$ cat src/xzcn_pkg.sv
// ----------------------------------------------------------------------------
// xzcn_pkg: shared types and constants
// Fixed widths of the normalized datapath and the control word that travels
// down the pipeline next to each item.
// ----------------------------------------------------------------------------
package xzcn_pkg;

   // normalized magnitudes stay below 2^NORM_BITS
   localparam int NORM_BITS  = 24;
   // a*a + b*b
   localparam int SQ_BITS    = 2 * NORM_BITS + 1;
   // floor(sqrt) of SQ_BITS bits
   localparam int ROOT_BITS  = NORM_BITS + 1;
   // working width of the root register inside the sqrt cells
   localparam int RREG_BITS  = SQ_BITS + 1;
   // one cell per root bit
   localparam int SQRT_STEPS = ROOT_BITS;
   // offsets at or above this magnitude never fall under the threshold
   localparam int SHORT_LIMIT = 256;
   localparam int CFG_BITS   = 16;

   // command codes
   localparam logic [1:0] CMD_SPHERE = 2'd0;
   localparam logic [1:0] CMD_BOX    = 2'd1;

   typedef struct packed {
      logic valid;
      logic found;
      logic neg_x;
      logic neg_z;
   } ctl_type;

   typedef struct packed {
      ctl_type               ctl;
      logic [NORM_BITS-1:0]  a;
      logic [NORM_BITS-1:0]  b;
   } sq_pay_type;

endpackage

$ cat src/xzcn_div_cell.sv
// ----------------------------------------------------------------------------
// xzcn_div_cell: one quotient bit for both normal components
// Restoring division step: shift in the next numerator bit, subtract the
// length when it fits, append the quotient bit.
// ----------------------------------------------------------------------------
module xzcn_div_cell #(
   parameter int FRAC = 14,
   parameter int STEP = 0
) (
   input  logic                                  clock,
   input  logic                                  reset,
   input  xzcn_pkg::ctl_type                     ctl_in,
   input  logic [xzcn_pkg::ROOT_BITS-1:0]        len_in,
   input  logic [xzcn_pkg::NORM_BITS+FRAC:0]     nx_in,
   input  logic [xzcn_pkg::NORM_BITS+FRAC:0]     nz_in,
   input  logic [xzcn_pkg::ROOT_BITS-1:0]        rx_in,
   input  logic [xzcn_pkg::ROOT_BITS-1:0]        rz_in,
   input  logic [FRAC:0]                         qx_in,
   input  logic [FRAC:0]                         qz_in,
   output xzcn_pkg::ctl_type                     ctl_out,
   output logic [xzcn_pkg::ROOT_BITS-1:0]        len_out,
   output logic [xzcn_pkg::NORM_BITS+FRAC:0]     nx_out,
   output logic [xzcn_pkg::NORM_BITS+FRAC:0]     nz_out,
   output logic [xzcn_pkg::ROOT_BITS-1:0]        rx_out,
   output logic [xzcn_pkg::ROOT_BITS-1:0]        rz_out,
   output logic [FRAC:0]                         qx_out,
   output logic [FRAC:0]                         qz_out
);

   localparam int LB = xzcn_pkg::ROOT_BITS;
   localparam int NW = xzcn_pkg::NORM_BITS + FRAC + 1;

   xzcn_pkg::ctl_type     ctl_ff;
   logic [LB-1:0]         len_ff, rx_ff, rz_ff;
   logic [NW-1:0]         nx_ff, nz_ff;
   logic [FRAC:0]         qx_ff, qz_ff;
   logic [LB:0]           rx2, rz2, lext, rxs, rzs;
   logic                  gx, gz;

   assign lext = {1'b0, len_in};
   assign rx2  = {rx_in, nx_in[FRAC-STEP]};
   assign rz2  = {rz_in, nz_in[FRAC-STEP]};
   assign gx   = rx2 >= lext;
   assign gz   = rz2 >= lext;
   assign rxs  = gx ? (rx2 - lext) : rx2;
   assign rzs  = gz ? (rz2 - lext) : rz2;

   always_ff @(posedge clock) begin
      if (reset) begin
         ctl_ff.valid <= 1'b0;
      end else begin
         ctl_ff <= ctl_in;
      end
   end

   always_ff @(posedge clock) begin
      len_ff <= len_in;
      nx_ff  <= nx_in;
      nz_ff  <= nz_in;
      rx_ff  <= rxs[LB-1:0];
      rz_ff  <= rzs[LB-1:0];
      qx_ff  <= {qx_in[FRAC-1:0], gx};
      qz_ff  <= {qz_in[FRAC-1:0], gz};
   end

   assign ctl_out = ctl_ff;
   assign len_out = len_ff;
   assign nx_out  = nx_ff;
   assign nz_out  = nz_ff;
   assign rx_out  = rx_ff;
   assign rz_out  = rz_ff;
   assign qx_out  = qx_ff;
   assign qz_out  = qz_ff;

endmodule

$ cat config.mk
export PLATFORM = sky130hd
export DESIGN_NAME = xzcn_div_cell
export DESIGN_NICKNAME = d
export VERILOG_FILES = /design/src/xzcn_pkg.sv /design/src/xzcn_div_cell.sv
export SDC_FILE = /design/constraint.sdc
export NUM_CORES = 1
export LEC_CHECK = 0
export BUFFER_PORTS_ARGS = -buffer_cell sky130_fd_sc_hd__buf_4
export CORE_AREA = 2 2 145 147
export CTS_CLUSTER_DIAMETER = 80
export DETAILED_ROUTE_END_ITERATION = 8
export DIE_AREA = 0 0 147 149
export PLACE_DENSITY = 0.7
export RECOVER_POWER = 25
export SLEW_MARGIN = 25
export SYNTH_ARGS = -nofsm -noshare
export SYNTH_HDL_FRONTEND = slang
export SYNTH_SLANG_ARGS = --single-unit
$ cat constraint.sdc
create_clock -name clock -period 7.8 [get_ports clock]
set_input_delay 0.39 -clock clock [delete_from_list [all_inputs] [get_ports clock]]
set_output_delay 0.39 -clock clock [all_outputs]
set_load 0.02 [all_outputs]
==> metrics.md <==
| Metric | Value |
|---|---|
| Outcome | `complete, no violations` |
| Clock Root Buffer | `clkbuf_16` |
| Postcts setup bufs | `0` |
| Synth Warn # | `0` |
| Unrepaired setup endpoints after global routing | `false` |
| Mapped Cells | `665` |
| Top sig layer | `met4` |
| Chip Width | `147 µm` |
| Clk buf depth | `2` |
| Met2 WL | `12100 µm` |
| Routed vias/inst | `4.85` |
| Worst Setup SP | `nx_in[14]` |
| Initial core utilization | `36.8%` |
| WHS | `0.0504 ns` |
| Vias after detailed routing | `6454` |
| Slew @ Worst Pin | `0.689 ns` |
| Layout cell share with drive strength beyond 1 | `45.0%` |
| Core ar. | `0.0206 mm²` |
| CP Max Fanout | `14` |
| Crit path required time | `8.13 ns` |
| Pleak | `0.00548 µW` |
| 1st-pass router iterations | `4` |
| Syn avg cell area | `11.4 µm²` |
| Vias in the first global route | `6136` |
| Hold Path Class | `primary input to flip-flop` |
| Total Power | `2670 µW` |
| Area fraction of the dominant cell type after synthesis | `48.6%` |
| Violation count after the first detailed-route iteration | `207` |
| Clock transition at the registers of the reported paths | `0.07 ns` |
| Die area | `0.0219 mm²` |
| Area contributors post-synth | `dfxtp_1 (49%), ha_1 (8.3%), mux2_4 (6.7%), a21o_1 (2.6%), inv_1 (2.0%)` |
| Cts hold-fix bufs | `0` |
| Routed len/inst | `17.4 µm` |
| FMAX | `354 MHz` |
| Number of synthesized flops with an enable pin | `3` |
| First-pass GRT wire length | `34200 µm` |
| CTS tree | `built` |
| P per Cell Area | `237 mW/mm²` |
| Mapped cell area | `0.00757 mm²` |
| CP Data Arrival Time | `3.15 ns` |
| FF+latch count, synth | `187` |
| Net Count, Synth | `906` |
| Final Core Density | `54.7%` |
| Final net count | `1284` |
| Setup Crit Path Kind | `primary input to flip-flop` |
| Slew margin rel. | `53.9%` |
| Initial antenna violation count | `0` |
| Die height | `149 µm` |
| Hold Fails Final Rpt | `0` |
| Std cell rows | `53` |
| Port Buf Inserts | `373` |
| DP HPWL | `18800 µm` |
| Area Overhead vs Synth | `48.5%` |
| Synth Flop Type | `dfxtp_1` |
| Maxcap violations | `0` |
| Fin Setup TNS | `0 ns` |
| Commonest cells in the netlist | `dfxtp_1 (184), ha_1 (50), inv_1 (40), mux2_4 (34), a21oi_1 (28)` |
| Hold path startpoint | `qx_in[8]` |
| Multi-input gate area | `0.00353 mm²` |
| Startpoint Class | `primary input` |
| Register area | `0.00377 mm²` |
| Post_cts resized | `0` |
| Routability cong. | `0.886` |
| Filler cell count | `1845` |
| CTS sink cnt | `187` |
| Sequential fraction of the synthesis area | `49.8%` |
| N_diodes | `0` |
| Io pins | `376` |
| Most common cell in the netlist | `dfxtp_1` |
| Final setup fails | `0` |
| WL met3 | `1530 µm` |
| Synth area leader | `dfxtp_1` |
| Met1 wire length | `9090 µm` |
| Slew Limit Fails | `0` |
| CTS buffer count | `17` |
| Fraction of registers with async set/reset | `0%` |
| Min Tclk post-route | `2.82 ns` |
| Setup crit end kind | `flip-flop` |
| Global route total overflow | `0` |
| Worst VDD drop | `0.147 mV` |
| Period utilization | `36.2%` |
| DRC violations left | `0` |
| Largest net degree at the start of global routing | `22` |
| Yosys cell types | `77` |
| GRT Resource Usage Total | `20.4%` |
| Drt total wl | `23200 µm` |
| Final ANT Viol Nets | `0` |
| Htree depth | `4` |
==> cells by family (layout without fill, tap and decap cells) <==
family	Yosys count	count (layout)	share of synthesized area, %
AOI/OAI and AO/OA	172	172	17.1
xor gates and xnor gates	31	31	3.58
adders and majority gates	52	52	8.79
buffers and inverters	56	447	3.63
DFF	187	187	49.8
muxes	45	45	8.33
and+or+nand+nor	122	122	8.75
==> state kept, by name (all words and copies together) (netlist names) <==
register and count:
nx_out 39, rz_out 25, len_out 25, ctl_out 4
qz_out 15, qx_out 15, rx_out 25, nz_out 39
==> worst max-delay path: stages <==
cell and delay (ns):
buf_4 0.12, inv_1 0.07, ha_1 0.16, inv_1 0.05, fa_1 0.42, a21oi_2 0.21, o21ai_2 0.10, a2111oi_4 0.45
o21ai_2 0.15, a31oi_4 0.27, o21ai_4 0.23, buf_16 0.23, mux2_4 0.29
==> layout by cell type, fill, tap and decap left out, types with 9 or more instances in the layout <==
master	instances
buf_4	279
dfxtp_1	184
clkbuf_4	94
ha_1	50
inv_1	40
mux2_4	34
a21oi_1	28
a21o_1	26
nor2_1	24
nand2_1	22
o21ai_0	22
xnor2_1	17
clkbuf_16	17
xor2_1	14
nand3_1	13
o21a_1	12
nor3_1	9
==> through the flow <==
step                cells  setup slack, ns  area, µm²
floorplan             665             5.08       7570
CTS                  1331             4.98      11300
detailed placement   1299             4.52      10600
global placement     1298             4.52      10600
finish               1331             4.98      11300
global route         1331             4.83      11300
==> worst paths after layout <==
check | end | depth (start not counted)
max | rx_out[9] | 13
min | qx_out[9] | 1
==> area by class of cell <==
type	count	share of cell area, %
Sequential cell	187	33.5
Multi-Input combinational cell	422	31.3
Timing Repair Buffer	374	25.1
Clock buffer	17	3.78
Tap cell	275	3.06
Clock inverter	15	1.73
Inverter	41	1.41
==> where the power goes <==
part | switching [µW] | internal, µW
Combinational | 364 | 341
Sequential | 25.5 | 1050
Clock | 452 | 440
Total | 841 | 1830
==> per-layer routing <==
layer,GRT usage [%],vias to the layer above
li1,-,3170
met1,22.5,3018
met2,37.9,240
met3,5.63,26
met4,6.54,0
met5,0,-
No activity file was read; power rests on OpenSTA's default activity.
