--- config.mk ---
export PLATFORM = sky130hd
export DESIGN_NAME = xzcn_sqrt_cell
export DESIGN_NICKNAME = d
export VERILOG_FILES = /design/src/xzcn_pkg.sv /design/src/xzcn_sqrt_cell.sv
export SDC_FILE = /design/constraint.sdc
export NUM_CORES = 1
export LEC_CHECK = 0
export BUFFER_PORTS_ARGS = -buffer_cell sky130_fd_sc_hd__buf_2
export CORE_MARGIN = 4
export CORE_UTILIZATION = 43
export CTS_CLUSTER_DIAMETER = 120
export DETAILED_ROUTE_END_ITERATION = 7
export PLACE_DENSITY = 0.76
export RECOVER_POWER = 100
export SYNTH_ARGS = -nofsm -noshare
export SYNTH_HDL_FRONTEND = slang
export SYNTH_SLANG_ARGS = --single-unit
--- constraint.sdc ---
create_clock -name clock -period 2.9 [get_ports clock]
set_input_delay 0.145 -clock clock [delete_from_list [all_inputs] [get_ports clock]]
set_output_delay 0.145 -clock clock [all_outputs]
set_load 0.02 [all_outputs]
--- src/xzcn_pkg.sv ---
// ----------------------------------------------------------------------------
// xzcn_pkg: shared types and constants
// Fixed widths of the normalized datapath and the control word that travels
// down the pipeline next to each item.
// ----------------------------------------------------------------------------
package xzcn_pkg;

   // normalized magnitudes stay below 2^NORM_BITS
   localparam int NORM_BITS  = 24;
   // a*a + b*b
   localparam int SQ_BITS    = 2 * NORM_BITS + 1;
   // floor(sqrt) of SQ_BITS bits
   localparam int ROOT_BITS  = NORM_BITS + 1;
   // working width of the root register inside the sqrt cells
   localparam int RREG_BITS  = SQ_BITS + 1;
   // one cell per root bit
   localparam int SQRT_STEPS = ROOT_BITS;
   // offsets at or above this magnitude never fall under the threshold
   localparam int SHORT_LIMIT = 256;
   localparam int CFG_BITS   = 16;

   // command codes
   localparam logic [1:0] CMD_SPHERE = 2'd0;
   localparam logic [1:0] CMD_BOX    = 2'd1;

   typedef struct packed {
      logic valid;
      logic found;
      logic neg_x;
      logic neg_z;
   } ctl_type;

   typedef struct packed {
      ctl_type               ctl;
      logic [NORM_BITS-1:0]  a;
      logic [NORM_BITS-1:0]  b;
   } sq_pay_type;

endpackage

--- src/xzcn_sqrt_cell.sv ---
// ----------------------------------------------------------------------------
// xzcn_sqrt_cell: one digit of the integer square root
// Restoring digit-by-digit step for one root bit; the item moves on to the
// next cell every cycle together with its payload.
// ----------------------------------------------------------------------------
module xzcn_sqrt_cell #(
   parameter int STEP = 0
) (
   input  logic                                  clock,
   input  logic                                  reset,
   input  xzcn_pkg::sq_pay_type                  pay_in,
   input  logic [xzcn_pkg::SQ_BITS-1:0]          rem_in,
   input  logic [xzcn_pkg::RREG_BITS-1:0]        root_in,
   output xzcn_pkg::sq_pay_type                  pay_out,
   output logic [xzcn_pkg::SQ_BITS-1:0]          rem_out,
   output logic [xzcn_pkg::RREG_BITS-1:0]        root_out
);

   localparam int RB = xzcn_pkg::RREG_BITS;
   localparam logic [RB-1:0] BIT = RB'(1) << (xzcn_pkg::SQ_BITS - 1 - 2 * STEP);

   xzcn_pkg::sq_pay_type            pay_ff;
   logic [xzcn_pkg::SQ_BITS-1:0]    rem_ff, rem_in_nx;
   logic [RB-1:0]                   root_ff, root_nx, trial;
   logic                            take;

   // trial subtract of root + bit
   assign trial = root_in + BIT;
   assign take  = RB'(rem_in) >= trial;

   always_comb begin
      if (take) begin
         rem_in_nx = rem_in - xzcn_pkg::SQ_BITS'(trial);
         root_nx   = (root_in >> 1) + BIT;
      end else begin
         rem_in_nx = rem_in;
         root_nx   = root_in >> 1;
      end
   end

   always_ff @(posedge clock) begin
      if (reset) begin
         pay_ff.ctl.valid <= 1'b0;
      end else begin
         pay_ff.ctl <= pay_in.ctl;
      end
      pay_ff.a <= pay_in.a;
      pay_ff.b <= pay_in.b;
   end

   always_ff @(posedge clock) begin
      rem_ff   <= rem_in_nx;
      root_ff  <= root_nx;
   end

   assign pay_out  = pay_ff;
   assign rem_out  = rem_ff;
   assign root_out = root_ff;

endmodule

==> reports/metrics.csv, run 1 <==
metric,value,unit
status,finished clean,
drt_wl_total,24840,µm
final_cells,1456,
critPathKind,primary input to register,
drcViolationCount,0,
slowest_stage,dlygate4sd3_1,
end_kind,register,
grt_pass1_wl,37370,µm
mostFrequentLayoutCell,clkbuf_1,
ir_drop,0.3959,mV
dp.cells,1276,
seq_area_frac_synth,43.18,%
worstHoldPathCells,3,
synth_top_flop_cell,dfxtp_1,
rsz0062_at_grt,yes,
core,0.01600,mm²
synth_async_sr_flop_share,0,%
die_x,136.2,µm
via_count,7320,
die_area,0.01856,mm²
start_kind,primary input,
synthToLayoutAreaGrowth,58.29,%
cts_tree,done,
io_pins,304,
place_area,0.009161,mm²
yosysTopAreaCellShare,41.90,%
post_drt_via_cell_ratio,5.027,
relSlewSlack,66.53,%
finalCritPeriodShare,96.39,%
initial_core_util,44.19,%
overflow,0,
syn_area,0.007071,mm²
wl_per_cell,17.06,µm
h-tree-depth,4,
grtUsageTotal,25.38,%
dpl.hpwl,17180,µm
placement.io_buffers,303,
yosys_warnings,0,
tns,0,ps
cts.sinks,151,
cts_root_buffer,clkbuf_16,
grt_pass1_vias,7479,
rows,46,
min_period,2795,ps
fmax,0.3577,GHz
syn_inst,712,
finalHoldViolCount,0,
synth_edf_count,3,
crit_chain,"dlygate4sd3_1, buf_2, ha_4, nand3_4, or4_4, o41ai_2, a21oi_1, a211oi_2, o21a_4, clkbuf_16, mux2_4",
drt-initial-drc-count,458,
crit_path_max_fanout,7,
power.density,556.5,mW/mm²
place_congestion,0.8959,
pre_cts_ws,-93.98,ps
final_cell_mix,"clkbuf_1 (177), dlygate4sd3_1 (149), dfxtp_1 (148), buf_2 (123), buf_4 (68)",
leakagePower,0.005113,µW
ys_ff_latch,151,
hold_path_class,primary input to register,
grt_max_degree,17,
maxSlewViolCount,0,
setup_viol,0,
antenna_left,0,
cp.depth,11,
synth_top_area_cell,dfxtp_1,
finish.instance_area,0.01119,mm²
worstPathRequired,3200,ps
numCtsBuffers,17,
firstDrtPassIters,5,
drive_gt1_share,24.05,%
critPathMaxStageDelay,530,ps
synth_nets,915,
num-nets-final,1429,
post_cts_buffers,0,
yosysUniqueCellTypes,64,
drv_cap,0,
antenna_found_initial,1,
path_buf_inv,3,
worstMarginPinSlew,498.3,ps
crit_family,compound AO/OA/AOI/OAI gates,
synth.avg_cell_area,9.931,µm²
critPathArrivalTime,3100,ps
die_y,136.2,µm
clk_path_buf_depth,2,
synthTopCellsByArea,"dfxtp_1 (42%), ha_1 (8.7%), mux2_4 (5.7%)",
setup_slack,104.7,ps
hold_slack,1.383,ps
clkSlewWorstSetupHoldPaths,70,ps
-- what timing repair did --
item / in CTS / in global routing
hold endpoints to repair: 149 / 0
hold buffers: 149 / 0
resized for setup: 0 / 27
setup endpoints to repair: 0 / 39
-- cell type report --
type | count | area, µm²
flip-flops and latches | 151 | 3053
multi-input cells | 473 | 3672
clock buffers | 18 | 429.2
repair buffers | 522 | 3400
diodes | 1 | 2.502
inverters | 61 | 229.0
clock inverters | 14 | 136.4
fillers | 1242 | 4808
well taps | 216 | 270.3
-- worst paths after layout --
kind	start	to	slack, ps
setup / recovery	rem_in[5]	rem_out[15]	100
hold / removal	rem_in[25]	rem_out[25]	1
-- sequential cells by signal (all words and copies together) (netlist names) --
signal    count
pay_out      52
root_out     50
rem_out      49
-- stage by stage --
step           power [µW]  utilization, %
6_report             6228           69.95
5_1_grt              6496           69.95
4_1_cts              6227           70.11
3_5_place_dp         3939           57.26
3_3_place_gp         3919           57.26
2_1_floorplan        3365               -
-- cells by family after synthesis --
logic type | share of synthesized area [%]
AO/OA/AOI/OAI | 18.32
flip-flops | 43.18
AND/OR/NAND/NOR | 10.09
buffers and inverters | 7.131
adder cells (fa/ha/maj) | 8.954
XOR/XNOR | 5.326
multiplexers | 7.008
-- metal layers --
layer	vias to the layer above	track usage, %	routed length (µm)
li1	3548	-	-
met1	3378	27.61	9531
met2	340	47.41	12950
met3	54	5.736	1681
met4	0	9.966	670
met5	-	0	0
-- power breakdown --
group | internal (µW) | switching (µW)
registers | 2260 | 52.1
logic | 819 | 972
clock network | 1140 | 993
total | 4210 | 2020
-- synthesized netlist by cell type (5+ instances only) --
cell type    n
nand2_1     59
xor2_1      11
o21ai_0     37
a31oi_1      7
mux2_4      27
ha_1        49
nand3_1     14
o31ai_1      8
and2_1       5
nor3_1       6
buf_6        6
nor2_1      25
and3_1       5
mux2_2       8
clkbuf_1    10
a211oi_1     5
nand4_1     14
a21oi_1     55
dfxtp_1    148
o21a_1      11
xnor2_1     32
o21bai_1    11
a21o_1      28
o211ai_1     6
inv_1       61
-- worst min-delay path, stage by stage --
cell and delay [ps]:
buf_2 110, nand2_1 60, o21ai_0 80
No activity file was read; power rests on OpenSTA's default activity.
==> inputs of run 2 (changes only) <==
--- a/config.mk
+++ b/config.mk
@@ -5,12 +5,12 @@
 export SDC_FILE = /design/constraint.sdc
 export NUM_CORES = 1
 export LEC_CHECK = 0
-export BUFFER_PORTS_ARGS = -buffer_cell sky130_fd_sc_hd__buf_2
 export CORE_MARGIN = 4
-export CORE_UTILIZATION = 43
+export CORE_UTILIZATION = 52
 export CTS_CLUSTER_DIAMETER = 120
 export DETAILED_ROUTE_END_ITERATION = 7
-export PLACE_DENSITY = 0.76
+export DONT_BUFFER_PORTS = 1
+export PLACE_DENSITY = 0.7
 export RECOVER_POWER = 100
 export SYNTH_ARGS = -nofsm -noshare
 export SYNTH_HDL_FRONTEND = slang
==> run 2 against run 1 <==
Net effect: combinational power decreased by 33%; final cell count decreased by 25%; die area decreased by 16%; clock-buffer cell count unchanged; sequential power increased by 11%; critical path depth increased by 5; total power decreased by 6.3%; wire length decreased by 14%; critical path type unchanged; critical endpoint is now rem_out[0]; largest cell class unchanged.
==> reports/metrics.csv, run 2 (same netlist as run 1, synthesis figures left out) <==
metric,value,unit
status,finished clean,
cts.sinks,151,
wl_per_cell,19.67,µm
place_congestion,0.9026,
num-nets-final,1102,
ir_drop,0.3691,mV
clk_path_buf_depth,2,
h-tree-depth,4,
setup_slack,191.4,ps
cts_tree,done,
die_area,0.01553,mm²
crit_path_max_fanout,8,
pre_cts_ws,-50.97,ps
start_kind,primary input,
mostFrequentLayoutCell,dlygate4sd3_1,
critPathLaunch,rem_in[0],
dpl.hpwl,15250,µm
relSlewSlack,59.33,%
numCtsBuffers,17,
io_pins,304,
slowest_stage,dlygate4sd3_1,
finalHoldViolCount,0,
drcViolationCount,0,
grtUsageTotal,27.36,%
grt_pass1_vias,6461,
power.density,616.7,mW/mm²
grt_pass1_wl,34420,µm
critPathArrivalTime,3080,ps
die_y,124.6,µm
drt_wl_total,21400,µm
maxSlewViolCount,0,
placement.io_buffers,0,
clkSlewWorstSetupHoldPaths,70,ps
synthToLayoutAreaGrowth,33.82,%
worstHoldPathCells,2,
finish.instance_area,0.009462,mm²
drv_cap,0,
setup_viol,0,
tns,0,ps
final_cells,1088,
core,0.01330,mm²
cts_root_buffer,clkbuf_16,
overflow,0,
path_buf_inv,5,
final_cell_mix,"dlygate4sd3_1 (152), dfxtp_1 (148), inv_1 (61), nand2_1 (59), a21oi_1 (55)",
finalCritPeriodShare,93.40,%
whs_endpoint,rem_out[1],
leakagePower,0.004255,µW
dp.cells,902,
antenna_cells,0,
antenna_found_initial,0,
via_count,6016,
total_power,5835,µW
drive_gt1_share,13.60,%
place_area,0.007350,mm²
end_kind,register,
drt-initial-drc-count,312,
rows,42,
antenna_left,0,
crit_chain,"inv_1, ha_1, inv_1, fa_1, a211oi_2, o21ai_0, a31oi_1, buf_4, o211a_1, o22a_1, a211oi_2, o21ai_2, buf_6, nand2_1, o21ai_0, dlygate4sd3_1",
hold_path_class,primary input to register,
largest_reg_flops,52,
hold_start,rem_in[1],
fmax,0.3692,GHz
firstDrtPassIters,5,
critPathKind,primary input to register,
n_fill_cell,963,
worstMarginPinSlew,594.7,ps
crit_family,compound AO/OA/AOI/OAI gates,
post_drt_via_cell_ratio,5.529,
die_x,124.6,µm
min_period,2709,ps
worstPathRequired,3270,ps
cp.depth,16,
grt_max_degree,23,
critPathMaxStageDelay,570,ps
initial_core_util,53.18,%
## run 2: per-layer routing
metal  vias up  share of wire, %  wire [µm]  GRT usage, %
met4         0               2.2        464         9.478
met3        39               7.2       1535         7.290
li1       2887                 -          -             -
met5         -                 0          0             0
met1      2805                38       8058         29.87
met2       285                53      11340         50.76
## run 2: metrics by stage
stage | util [%] | hold slack [ps]
floorplan | - | 172.7
global placement | 55.28 | 172.8
detailed placement | 55.28 | 172.8
CTS | 70.99 | 38.47
global route | 71.17 | 61.18
finish | 71.17 | 55.17
## run 2: area by class of cell
type / instances / area, µm² / area share (%)
flip-flops and latches: 151 / 3053 / 32.27
clock buffers: 18 / 429.2 / 4.536
well taps: 176 / 220.2 / 2.327
repair buffers: 195 / 1873 / 19.80
inverters: 61 / 229.0 / 2.420
clock inverters: 14 / 137.6 / 1.455
multi-input cells: 473 / 3520 / 37.20
## run 2: where the power goes
| group | switching [µW] | internal, µW | leakage, µW |
|---|---|---|---|
| clock | 944 | 1130 | 0.000270 |
| combinational | 578 | 619 | 0.00271 |
| sequential | 303 | 2260 | 0.00128 |
| total | 1830 | 4010 | 0.00425 |
## run 2: what timing repair did
item / 4_1_cts / 5_1_grt
endpoints found under the hold margin: 154 / 0
buffers inserted: 0 / 2
endpoints found under the setup margin: 0 / 1
hold buffers: 152 / 0
resized for setup: 0 / 2
## run 2: worst max-delay path by stage
stage,slack (ps),end
floorplan,150,rem_out[12]
global placement,30,rem_out[43]
detailed placement,-50,rem_out[43]
CTS,70,rem_out[0]
global route,-30,rem_out[0]
finish,190,rem_out[0]
