==> src/xzcn_pkg.sv <==
// ----------------------------------------------------------------------------
// xzcn_pkg: shared types and constants
// Fixed widths of the normalized datapath and the control word that travels
// down the pipeline next to each item.
// ----------------------------------------------------------------------------
package xzcn_pkg;

   // normalized magnitudes stay below 2^NORM_BITS
   localparam int NORM_BITS  = 24;
   // a*a + b*b
   localparam int SQ_BITS    = 2 * NORM_BITS + 1;
   // floor(sqrt) of SQ_BITS bits
   localparam int ROOT_BITS  = NORM_BITS + 1;
   // working width of the root register inside the sqrt cells
   localparam int RREG_BITS  = SQ_BITS + 1;
   // one cell per root bit
   localparam int SQRT_STEPS = ROOT_BITS;
   // offsets at or above this magnitude never fall under the threshold
   localparam int SHORT_LIMIT = 256;
   localparam int CFG_BITS   = 16;

   // command codes
   localparam logic [1:0] CMD_SPHERE = 2'd0;
   localparam logic [1:0] CMD_BOX    = 2'd1;

   typedef struct packed {
      logic valid;
      logic found;
      logic neg_x;
      logic neg_z;
   } ctl_type;

   typedef struct packed {
      ctl_type               ctl;
      logic [NORM_BITS-1:0]  a;
      logic [NORM_BITS-1:0]  b;
   } sq_pay_type;

endpackage

==> src/xzcn_front.sv <==
// ----------------------------------------------------------------------------
// xzcn_front: offset, threshold and normalization stages
// Clamps into the box, forms the XZ offset, flags short or unsupported
// items, scales magnitudes below 2^24 and forms a*a + b*b. Six stages.
// ----------------------------------------------------------------------------
module xzcn_front #(
   parameter int COORD_BITS = 32
) (
   input  logic                                  clock,
   input  logic                                  reset,
   input  logic                                  start,
   input  logic [1:0]                            cmd,
   input  logic signed [COORD_BITS-1:0]          sphere_x,
   input  logic signed [COORD_BITS-1:0]          sphere_z,
   input  logic signed [COORD_BITS-1:0]          other_x,
   input  logic signed [COORD_BITS-1:0]          other_z,
   input  logic [COORD_BITS-2:0]                 extent_x,
   input  logic [COORD_BITS-2:0]                 extent_z,
   input  logic [xzcn_pkg::CFG_BITS-1:0]         min_length_sq,
   output xzcn_pkg::sq_pay_type                  pay_out,
   output logic [xzcn_pkg::SQ_BITS-1:0]          sum_out
);

   localparam int DW   = COORD_BITS + 2;
   localparam int MW   = COORD_BITS + 1;
   localparam int NB   = xzcn_pkg::NORM_BITS;
   localparam int EW   = (MW > NB) ? MW : NB;
   localparam int SMAX = (MW > NB) ? (MW - NB) : 0;
   localparam int SW   = $clog2(SMAX + 2);

   // stage 1: box bounds
   xzcn_pkg::ctl_type          c1_ff, c1_in;
   logic [1:0]                 cmd1_ff;
   logic signed [DW-1:0]       sx1_ff, sz1_ff, ox1_ff, oz1_ff;
   logic signed [DW-1:0]       lox1_ff, hix1_ff, loz1_ff, hiz1_ff;
   logic signed [DW-1:0]       sxe, sze, oxe, oze, exe, eze;

   assign sxe = DW'(sphere_x);
   assign sze = DW'(sphere_z);
   assign oxe = DW'(other_x);
   assign oze = DW'(other_z);
   assign exe = $signed({3'b000, extent_x});
   assign eze = $signed({3'b000, extent_z});

   always_comb begin
      c1_in       = '0;
      c1_in.valid = start;
   end

   always_ff @(posedge clock) begin
      if (reset) begin
         c1_ff.valid <= 1'b0;
      end else begin
         c1_ff <= c1_in;
      end
   end

   always_ff @(posedge clock) begin
      cmd1_ff <= cmd;
      sx1_ff  <= sxe;
      sz1_ff  <= sze;
      ox1_ff  <= oxe;
      oz1_ff  <= oze;
      lox1_ff <= oxe - exe;
      hix1_ff <= oxe + exe;
      loz1_ff <= oze - eze;
      hiz1_ff <= oze + eze;
   end

   // stage 2: closest point and offset
   xzcn_pkg::ctl_type          c2_ff;
   logic                       unsup2_ff;
   logic signed [DW-1:0]       dx2_ff, dz2_ff, px, pz;

   always_comb begin
      if (cmd1_ff == xzcn_pkg::CMD_BOX) begin
         if (sx1_ff > hix1_ff)      px = hix1_ff;
         else if (sx1_ff < lox1_ff) px = lox1_ff;
         else                       px = sx1_ff;
         if (sz1_ff > hiz1_ff)      pz = hiz1_ff;
         else if (sz1_ff < loz1_ff) pz = loz1_ff;
         else                       pz = sz1_ff;
      end else begin
         px = ox1_ff;
         pz = oz1_ff;
      end
   end

   always_ff @(posedge clock) begin
      if (reset) begin
         c2_ff.valid <= 1'b0;
      end else begin
         c2_ff <= c1_ff;
      end
   end

   always_ff @(posedge clock) begin
      unsup2_ff <= (cmd1_ff != xzcn_pkg::CMD_SPHERE) && (cmd1_ff != xzcn_pkg::CMD_BOX);
      dx2_ff    <= sx1_ff - px;
      dz2_ff    <= sz1_ff - pz;
   end

   // stage 3: magnitudes and signs
   xzcn_pkg::ctl_type          c3_ff, c3_in;
   logic                       unsup3_ff;
   logic [MW-1:0]              mx3_ff, mz3_ff;
   logic signed [DW-1:0]       ndx, ndz;

   assign ndx = -dx2_ff;
   assign ndz = -dz2_ff;

   always_comb begin
      c3_in       = c2_ff;
      c3_in.neg_x = dx2_ff[DW-1];
      c3_in.neg_z = dz2_ff[DW-1];
   end

   always_ff @(posedge clock) begin
      if (reset) begin
         c3_ff.valid <= 1'b0;
      end else begin
         c3_ff <= c3_in;
      end
   end

   always_ff @(posedge clock) begin
      unsup3_ff <= unsup2_ff;
      mx3_ff    <= dx2_ff[DW-1] ? MW'(ndx) : MW'(dx2_ff);
      mz3_ff    <= dz2_ff[DW-1] ? MW'(ndz) : MW'(dz2_ff);
   end

   // stage 4: threshold test, common shift, normalized magnitudes
   xzcn_pkg::ctl_type          c4_ff, c4_in;
   logic [NB-1:0]              a4_ff, b4_ff;
   logic [EW-1:0]              mx_ext, mz_ext, mor_ext, ash, bsh;
   logic [SW-1:0]              shamt;
   logic                       hit;
   logic [16:0]                small_sq;
   logic                       short_hit, zero_hit;

   assign mx_ext   = EW'(mx3_ff);
   assign mz_ext   = EW'(mz3_ff);
   assign mor_ext  = mx_ext | mz_ext;
   assign small_sq = 17'(mx3_ff[7:0]) * 17'(mx3_ff[7:0])
                   + 17'(mz3_ff[7:0]) * 17'(mz3_ff[7:0]);
   assign short_hit = (mx3_ff < MW'(xzcn_pkg::SHORT_LIMIT))
                   && (mz3_ff < MW'(xzcn_pkg::SHORT_LIMIT))
                   && (small_sq < 17'(min_length_sq));
   assign zero_hit  = (mx3_ff == '0) && (mz3_ff == '0);

   // smallest shift that brings both magnitudes under 2^24
   always_comb begin
      shamt = '0;
      hit   = 1'b0;
      for (int i = 0; i <= SMAX; i++) begin
         if (!hit && ((mor_ext >> i) >> NB) == '0) begin
            shamt = SW'(i);
            hit   = 1'b1;
         end
      end
   end

   assign ash = mx_ext >> shamt;
   assign bsh = mz_ext >> shamt;

   always_comb begin
      c4_in       = c3_ff;
      c4_in.found = !(unsup3_ff || short_hit || zero_hit);
   end

   always_ff @(posedge clock) begin
      if (reset) begin
         c4_ff.valid <= 1'b0;
      end else begin
         c4_ff <= c4_in;
      end
   end

   always_ff @(posedge clock) begin
      a4_ff <= ash[NB-1:0];
      b4_ff <= bsh[NB-1:0];
   end

   // stage 5: squares
   xzcn_pkg::sq_pay_type       p5_ff;
   logic [2*NB-1:0]            asq5_ff, bsq5_ff;

   always_ff @(posedge clock) begin
      if (reset) begin
         p5_ff.ctl.valid <= 1'b0;
      end else begin
         p5_ff.ctl <= c4_ff;
      end
      p5_ff.a <= a4_ff;
      p5_ff.b <= b4_ff;
   end

   always_ff @(posedge clock) begin
      asq5_ff <= a4_ff * a4_ff;
      bsq5_ff <= b4_ff * b4_ff;
   end

   // stage 6: sum of squares
   xzcn_pkg::sq_pay_type       p6_ff;
   logic [xzcn_pkg::SQ_BITS-1:0] sum6_ff;

   always_ff @(posedge clock) begin
      if (reset) begin
         p6_ff.ctl.valid <= 1'b0;
      end else begin
         p6_ff.ctl <= p5_ff.ctl;
      end
      p6_ff.a <= p5_ff.a;
      p6_ff.b <= p5_ff.b;
   end

   always_ff @(posedge clock) begin
      sum6_ff <= xzcn_pkg::SQ_BITS'(asq5_ff) + xzcn_pkg::SQ_BITS'(bsq5_ff);
   end

   assign pay_out = p6_ff;
   assign sum_out = sum6_ff;

endmodule

==> config.mk <==
export PLATFORM = sky130hd
export DESIGN_NAME = xzcn_front
export DESIGN_NICKNAME = d
export VERILOG_FILES = /design/src/xzcn_pkg.sv /design/src/xzcn_front.sv
export SDC_FILE = /design/constraint.sdc
export NUM_CORES = 2
export LEC_CHECK = 0
export BUFFER_PORTS_ARGS = -buffer_cell sky130_fd_sc_hd__buf_2
export CAP_MARGIN = 20
export CORE_MARGIN = 2
export CORE_UTILIZATION = 25
export CTS_CLUSTER_SIZE = 30
export DETAILED_ROUTE_END_ITERATION = 10
export GPL_ROUTABILITY_DRIVEN = 0
export SKIP_LAST_GASP = 1
export SLEW_MARGIN = 5
export SYNTH_ARGS = -nofsm -noshare
export SYNTH_HDL_FRONTEND = slang
export SYNTH_SLANG_ARGS = --single-unit
==> constraint.sdc <==
create_clock -name clock -period 14.75 [get_ports clock]
set_input_delay 1.475 -clock clock [delete_from_list [all_inputs] [get_ports clock]]
set_output_delay 1.475 -clock clock [all_outputs]
set_load 0.01 [all_outputs]
==> flow_summary.ini <==
[yosys]
ys.flop_type = dfxtp_1
synth_edf_count = 11
synthArstFlopShare = 0
ys_seq_elements = 698
synthCells = 7396
synth-seq-area-share = 0.2011
ys_warn_count = 0
synthesis.area_mm2 = 0.07004
synthDistinctLibCells = 100
synth_area_per_cell_um2 = 9.470
synth_nets = 9324

[detailed_routing]
via_count = 49820
wl_mm = 183.1
drtIter0Drc = 2799
drtPass1Iterations = 5
drc_errors = 0
viasPerCell = 4.361
ant_nets = 0
wl_per_cell_um = 16.02

[floorplanning]
fp-row-count = 194
fp.coreArea_mm2 = 0.2789
ioPinCount = 312
initial_core_util = 0.2511
fp.dieW_um = 533.3
dieArea_mm2 = 0.2844
die-height_um = 533.3

[setup_path]
cp_slowest_stage_delay_ps = 1010
crit_start = a4_ff[7]
r2r_setup_slack_ps = 6270
rr_startpoint = a4_ff[7]
crit_slowest_cell = dfxtp_1
required_ps = 15300
cpMostUsedCell = fa_1
arrival_ps = 9030
crit_path_start_kind = flip-flop
crit_chain = inv_1 -> nor2_1 -> fa_1 -> fa_1 -> fa_1 -> fa_1 -> fa_1 -> inv_1 -> fa_1 -> inv_1 -> fa_1 -> ha_1 -> and4_1 -> nand3_1 -> nor2_1 -> a211oi_1 -> o21bai_1 -> a21oi_1 -> o21ai_0 -> a21oi_1 -> o21ba_2 -> o41ai_1 -> xnor2_1
critPathMaxFanout = 22
crit_path_end_kind = flip-flop
cp_num_buf_inv = 3
crit_type = flip-flop to flip-flop
cpLargestDelayFamily = adder cells

[sta]
tns_ps = 0
clock_skew_ps = 80.98
slew_violations = 0
hold_viol_final = 0
worst_pin_slew_ps = 1094
fmax_mhz = 117.9
fin_crit_ps = 8481
fin_crit_sh = 0.5750
setup_viol = 0
grt_setup_unrepaired = no
maxSlewHeadroom = 0.2695

[grt]
grt_max_degree = 86
globalRouteTotalUtil = 0.1288
antenna_found_initial = 38
grt_pass1_vias = 51470
grt_first_pass_wirelength_mm = 290.1
grt-ovfl-total = 0

[cts]
cts_tree = yes
numCtsBuffers = 85
clk_pin_slew_worst_paths_ps = 60
post_cts_resized = 0
cts_hold_buf = 0
cts_sinks = 698
clock_path_buffers = 3
cts.htree.levels = 3
root_buffer = clkbuf_16
cts_setup_buffers = 0
clk_latency_ps = 730

[layout]
final_nets = 9550
fin_area_mm2 = 0.07888
layout-drive-gt1-share = 0.09021
final_core_util = 0.2828
final_cell_mix = inv_1 (1534), fa_1 (926), ha_1 (791)
flow.area_growth_from_synthesis_pct = 12.63
final_common_cell = inv_1

[run]
drv_cap = 0

[placement]
dpl-instance-area_mm2 = 0.07579
io_buffers = 311
dpl.hpwl_mm = 150.0

[run_status]
status = completed

[min_path]
hp-start = p5_ff[23]
min_path_type = flip-flop to flip-flop
-- per-stage QoR --
step | setup slack (ps) | hold WS, ps | cells
final | 6269 | 279.7 | 11430
after CTS | 6310 | 286.1 | 11420
after floorplan | 7633 | 309.6 | 7396
after detailed placement | 6416 | 312.1 | 11260
after global routing | 5875 | 287.8 | 11420
after global placement | 6475 | 310.8 | 11260
-- layer usage --
metal,wire (µm),vias up,GRT usage
li1,-,24150,-
met1,83580,24240,0.1766
met2,85370,1178,0.2139
met3,9880,242,0.01874
met4,4128,14,0.02722
met5,110,-,0
-- cell families (layout without fill, tap and decap cells) --
kind of cell               Yosys count  after routing  synth area share
xor gates and xnor gates           380            380           0.04752
buffers and inverters             1767           2064           0.09584
DFF                                698            698            0.2011
adders and majority gates         1717           1717            0.4060
other                                0              8                 0
muxes                              199            199           0.03207
and+or+nand+nor                   1536           1536            0.1101
AOI/OAI and AO/OA                 1099           1099            0.1074
-- final cells by class --
cell class | instances | area [µm²]
inverter | 1536 | 5766
timing repair buffer | 370 | 2039
clock inverter | 52 | 691.9
multi-input combinational | 4931 | 49290
clock buffer | 106 | 2328
antenna | 8 | 20.02
tap | 3724 | 4659
fill | 29510 | 200000
sequential | 698 | 14080
-- worst reg2reg max path, stage by stage, from the launching register on --
cell and delay [ps]:
dfxtp_1 1010, inv_1 410, nor2_1 240, fa_1 490
fa_1 550, fa_1 440, fa_1 500, fa_1 540
inv_1 50, fa_1 470, inv_1 50, fa_1 430
ha_1 380, and4_1 250, nand3_1 120, nor2_1 70
a211oi_1 760, o21bai_1 240, a21oi_1 350, o21ai_0 160
a21oi_1 360, o21ba_2 240, o41ai_1 100, xnor2_1 130
-- synthesized netlist by cell type, drive strengths merged (18+ instances only) --
library cell     n  area share
nand2          442       0.024
o21bai          50      0.0054
a21o           189       0.020
dfxtp          687        0.20
or3             18      0.0016
xor2            84       0.011
and2           329       0.029
nand3           61      0.0044
a31oi           27      0.0025
nand2b          54      0.0048
nand4           47      0.0042
a21oi          306       0.022
a21boi          18      0.0019
nor3            52      0.0038
mux2i          122       0.017
nor2b           67      0.0060
o21a            42      0.0045
buf             40      0.0033
a211oi          34      0.0040
and3            57      0.0051
mux2            63       0.010
or2             22      0.0020
nor2           289       0.015
inv           1535       0.082
a221oi          65      0.0093
o41ai           20      0.0029
o31ai           27      0.0030
nor4            63      0.0057
ha             791        0.14
clkbuf         191       0.010
or4             18      0.0019
o21ai          199       0.014
fa             926        0.26
xnor2          296       0.037
-- flip-flops by register name (all words and copies together) (netlist names), 34 cells and up --
signal,count
pay_out,52
p5_ff,50
sum_out,49
asq5_ff,47
bsq5_ff,47
dx2_ff,34
dz2_ff,34
-- worst paths after layout --
kind                 endpoint  depth (start not counted)
setup / recovery  asq5_ff[47]                         23
hold / removal    pay_out[23]                          0
setup reg to reg  asq5_ff[47]                         23
hold reg to reg   pay_out[23]                          0
Power is left out: the tool's default activity adds up to more than one toggle a clock period on the data nets, which glitch-free logic cannot reach.
